### src/rtl/osm_pkg.sv
// Shared constants, codes and types for the order-statistic multiset.
// Used by osm_cell and order_statistic_multiset; no dependencies.
`timescale 1ns / 1ps

package osm_pkg;

	localparam int CAPACITY   = 64;
	localparam int VALUE_BITS = 32;
	localparam int MODE_W     = 2;
	localparam int RANK_W     = 7;
	localparam int STATUS_W   = 2;
	localparam int CNT_W      = $clog2(CAPACITY + 1);
	localparam int CMP_W      = (RANK_W > CNT_W) ? RANK_W : CNT_W;

	localparam logic [MODE_W-1:0] MODE_INSERT = 2'd0;
	localparam logic [MODE_W-1:0] MODE_DELETE = 2'd1;
	localparam logic [MODE_W-1:0] MODE_FIND   = 2'd2;
	localparam logic [MODE_W-1:0] MODE_ALIAS  = 2'd3;

	localparam logic [STATUS_W-1:0] ST_OK        = 2'd0;
	localparam logic [STATUS_W-1:0] ST_FULL      = 2'd1;
	localparam logic [STATUS_W-1:0] ST_ABSENT    = 2'd2;
	localparam logic [STATUS_W-1:0] ST_BAD_RANK  = 2'd3;

	typedef logic signed [VALUE_BITS-1:0] value_t;

	// Command broadcast to every cell in the row.
	typedef struct packed {
		logic   ins_en;
		logic   del_en;
		value_t value;
	} cell_cmd_t;

	// Compare flags a cell hands to its neighbors and to the top level.
	typedef struct packed {
		logic pass;   // entry sits at or after the insert point
		logic hit;    // occupied and equal to the operand
	} cell_flags_t;

endpackage

### src/rtl/osm_cell.sv
// One slot of the sorted row: holds an entry, compares it with the operand
// and shifts toward either neighbor. Depends on osm_pkg.
`timescale 1ns / 1ps

module osm_cell
	import osm_pkg::*;
(
	input  logic        clk,
	input  cell_cmd_t   cmd,
	input  logic        occ,
	input  logic        sel,
	input  value_t      left_entry,
	input  logic        left_pass,
	input  value_t      right_entry,
	output value_t      entry,
	output cell_flags_t flags,
	output value_t      rd
);

	value_t entry_q;
	logic   gt;
	logic   lt;

	assign gt = entry_q > cmd.value;
	assign lt = entry_q < cmd.value;

	assign flags.pass = !occ || gt;
	assign flags.hit  = occ && !gt && !lt;

	assign entry = entry_q;
	assign rd    = sel ? entry_q : '0;

	// Insert: cells from the insert point on take the left neighbor or the operand.
	// Delete: cells from the first copy on take the right neighbor.
	always_ff @(posedge clk) begin
		if (cmd.ins_en && flags.pass) begin
			entry_q <= left_pass ? left_entry : cmd.value;
		end else if (cmd.del_en && occ && !lt) begin
			entry_q <= right_entry;
		end
	end

endmodule

### config.mk
export PLATFORM = sky130hd
export DESIGN_NAME = osm_cell
export DESIGN_NICKNAME = d
export VERILOG_FILES = /design/src/rtl/osm_pkg.sv /design/src/rtl/osm_cell.sv
export SDC_FILE = /design/constraint.sdc
export NUM_CORES = 1
export LEC_CHECK = 0
export BUFFER_PORTS_ARGS = -buffer_cell sky130_fd_sc_hd__buf_2
export CORE_ASPECT_RATIO = 1.4
export CORE_MARGIN = 4
export CORE_UTILIZATION = 45
export DETAILED_ROUTE_END_ITERATION = 16
export PLACE_DENSITY = 0.82
export SYNTH_ARGS = -nofsm -noshare
export SYNTH_HDL_FRONTEND = slang
export SYNTH_SLANG_ARGS = --single-unit
### constraint.sdc
create_clock -name clk -period 4.4 [get_ports clk]
set_input_delay 0 -clock clk [delete_from_list [all_inputs] [get_ports clk]]
set_output_delay 0 -clock clk [all_outputs]
set_load 0.01 [all_outputs]
Yosys cells after proc, flatten, opt, wreduce, memory -nomap -nowiden
Cells that the tools add are included.
{ "word_totals": {"ff_bits": 32, "output_inout_bits": 66} }
{ "op_classes": {"magnitude_cmp": 2, "muxes": 4, "n_reduce_logical": 10} }
{ "op_table": {"columns": ["cell", "count"], "rows": [
  ["2-to-1 mux 32 bit", 4],
  ["> comparator 32 bit", 1],
  ["less-than comparator 32 bit", 1],
  ["logical AND 1 bit", 5],
  ["logical NOT 1 bit", 3],
  ["nonzero test 2 bit", 1],
  ["logical OR 1 bit", 1]
]} }

Logic depth before layout (Yosys ltp)
{ "depth": {"ltp_word": 5, "depth_mapped": 10} }

Least setup slack after synthesis
No wires, ideal clock.
{ "synth_timing": {"path_type": "flip-flop to flip-flop", "from": "register entry_q[31] (netlist: entry[31])", "to": "register entry_q[0] (netlist: entry[0]) (enable)", "arrival_ns": 3.423, "required_time_ns": 3.972, "slack_ns": 0.549, "stages_incl_launch_ff": 9, "path_buffers": 0, "period_less_slack_ns": 3.851, "cell_sequence": "edfxtp_1 > ha_1 > nand4_2 > nor2_1 > a221o_1 > a211o_1 > nor2_1 > xnor2_1 > o21bai_1"} }
{ "synth_between": {"elab_chain_len": 4, "elab_cells_between_ends": 7, "cone_classes": "order compare (2); reduce/logical (5)"} }
{ "synth_rtl": {"columns": ["element", "line_no", "text"], "rows": [
  ["from (decl)", "osm_cell.sv:20", "value_t entry_q;"],
  ["from (signal assigned)", "osm_cell.sv:37", "entry_q <= left_pass ? left_entry : cmd.value;"],
  ["from (signal assigned)", "osm_cell.sv:39", "entry_q <= right_entry;"],
  ["> comparator 32 bit or less-than comparator 32 bit (tied branches)", "osm_cell.sv:24, osm_cell.sv:25", null],
  ["logical OR 1 bit or logical NOT 1 bit (tied branches)", "osm_cell.sv:27, osm_cell.sv:38", null],
  ["logical AND 1 bit, on equally long branches", "osm_cell.sv:36, osm_cell.sv:38", null],
  ["nonzero test 2 bit (no line) *", null, null]
]} }
Mark *: on every way between the ends. The rest lies on a longest branch, timed or not.
A chain may end at the register's enable or synchronous reset.

Final worst setup path
{ "layout_timing": {"from": "register entry_q[31] (netlist: entry[31])", "to": "register entry_q[13] (netlist: entry[13]) (enable)"} }
Same word-level chain as after synthesis.

==> out/metrics.yaml <==
final_layout:
  largest_register_ffs: 32
  drive_gt1_share_pct: 45.8
  area_growth_pct: 33.3
  post-route-util_pct: 62.0
  final_nets: 594
  n_antenna_cell: 0
  fillers: 562
critical_path:
  crit_chain: "ha_1 > nand4_2 > nor4_1 > o31a_1 > nand2_1 > o311ai_4 > buf_4 > o21bai_4"
  crit_path_end_kind: "register"
  required_ps: 4300
  crit_type: "reg2reg"
  slowest_stage: "nor4_1"
  rrSetupSlack_ps: 1140
  critPathLaunchType: "register"
  cpPeakStageDelay_ps: 510
  path_max_fanout: 32
  worstPathArrival_ps: 3160
floorplanning:
  die_area_um2: 7780
  start_util_pct: 46.5
  fp.dieW_um: 75.7
  fp.dieH_um: 103
  core.rowCount: 34
  pin_count: 168
  core_um2: 6210
timing:
  hold_viol: 0
  tns_ps: 0
  slew_violations: 0
  max_clock_freq_mhz: 307
  clock_skew_ps: 6.91
  finalCriticalPeriod_ps: 3260
  setup_viol: 0
  rsz0062_at_grt: "no"
  fin_crit_sh_pct: 74.1
  max_slew_margin_pct: 37.2
  worstMarginPinSlew_ps: 939
synthesis:
  yosysMostFrequentCell: "nand2_1"
  synth-edff-count: 32
  async_reset_ff_share_pct: 0
  synth_top_area_share_pct: 33.3
  ys_seq_area_share_pct: 33.3
  syn_nets: 431
  yosys.cell_types.count: 29
  ys_seq_elements: 32
  yosysTopAreaCell: "edfxtp_1"
  syn_inst: 297
  syn_area_per_cell_um2: 9.72
  yosys_warnings: 0
  ys.flop_type: "edfxtp_1"
  ys_top_cells_by_area: "edfxtp_1, mux2_4, ha_1, and2_1, o21ai_0"
  yosys-top-cells-count: "nand2_1, o21ai_0, and2_1, inv_1"
  syn_area_um2: 2890
outcome:
  status: "completed"
cts:
  cts.path.max_buffers: 2
  cts_tree: "done"
  cts_made_buffers: 5
  root_buffer: "clkbuf_8"
  cts.sinks: 32
  clk_latency_ps: 280
  cts-hold-fix-buffers: 0
  cts_resized: 0
  cts_setup_buffers: 0
  htreeDepth: 2
  path_clk_slew_ps: 70
global_routing:
  grt_pass1_wl_um: 11500
  grt_max_degree: 64
  grt_pass1_vias: 2564
  grt_overflow_total: 0
  antenna_found_initial: 0
  grt_use_total_pct: 19.5
placed_design:
  post-dp-hpwl_um: 6530
  io_buffers: 167
  place_congestion: 0.882
power:
  powerDensity_nw_per_um2: 437
  power.ir.vdd_worst_v: 0.000224
  leakage_nw: 2.05
route:
  routed_via_density: 5.13
  routed_wl_um: 8000
  drt_iter0_markers: 112
  vias: 2736
  ant_nets: 0
  wire_per_inst_um: 15.0
  drc: 0
  drt-pass1-iter-count: 4
job:
  maxCapViolations: 0
hold_path:
  hold_class: "in2reg"
## critical path: cells and delay by family (launching register included)
| kind | cells | cell delay, ps |
|---|---|---|
| compound gates | 3 | 830 |
| simple gates | 3 | 800 |
| flops | 1 | 410 |
| buf+inv | 1 | 370 |
| fa+ha+maj | 1 | 460 |
## per-stage QoR
stage / worst slack, ps / total power, mW / cells / hold WS [ps] / cell area [um^2]
3_5_place_dp: 1160 / 1.49 / 525 / 304 / 3770
6_report: 1140 / 1.68 / 533 / 18.4 / 3850
3_3_place_gp: 1280 / 1.45 / 525 / 302 / 3770
2_1_floorplan: 549 / 1.15 / 297 / 120 / 2890
5_1_grt: 976 / 1.81 / 533 / 1.90 / 3850
4_1_cts: 1150 / 1.71 / 533 / 6.64 / 3850
## kinds of logic after synthesis
| family | Yosys count | share of synthesized area, % |
|---|---|---|
| XOR/XNOR | 1 | 0.303 |
| multiplexers | 33 | 16.6 |
| AO/OA/AOI/OAI | 60 | 12.6 |
| flip-flops | 32 | 33.3 |
| buffers and inverters | 46 | 6.76 |
| adder cells (fa/ha/maj) | 32 | 13.9 |
| AND/OR/NAND/NOR | 93 | 16.6 |
## layout by cell type, fill, tap and decap left out, drive strengths merged, types with 2 or more instances in the layout
master | netlist | routed
buf | 3 | 169
nand2 | 39 | 39
o21ai | 35 | 35
inv | 33 | 33
and2 | 33 | 33
mux2 | 33 | 33
ha | 32 | 32
edfxtp | 32 | 32
a21oi | 14 | 14
nand4 | 8 | 8
clkbuf | 10 | 7
nand3 | 4 | 4
nor2 | 3 | 3
nor4 | 3 | 3
a221o | 2 | 2
a21o | 2 | 2
## power breakdown
group / total [mW] / switching [mW] / internal, mW
Sequential: 0.577 / 0.0810 / 0.496
Clock: 0.213 / 0.103 / 0.110
Combinational: 0.893 / 0.467 / 0.426
## worst paths after layout
| check | depth (start not counted) | to | start |
|---|---|---|---|
| setup / recovery | 8 | entry[13] | entry[31] |
| setup reg to reg | 8 | entry[13] | entry[31] |
| hold reg to reg | 4 | entry[24] | entry[31] |
| hold / removal | 2 | entry[6] | right_entry[6] |
## per-layer routing
layer	part of all wire (%)	vias up	track usage, %
li1	-	1371	-
met1	35	1249	20.0
met2	55	107	37.7
met3	8.2	9	4.00
met4	1.5	0	7.00
met5	0	-	0
## layout make-up
| type | instances | area [um^2] | area share [%] |
|---|---|---|---|
| clock buffer | 7 | 76.3 | 1.98 |
| clock inverter | 1 | 3.75 | 0.0975 |
| inverter | 33 | 124 | 3.22 |
| multi-input combinational | 219 | 1740 | 45.3 |
| sequential | 32 | 961 | 25.0 |
| tap | 72 | 90.1 | 2.34 |
| timing repair buffer | 169 | 851 | 22.1 |
Note: power is estimated with default switching activity, not from simulation.
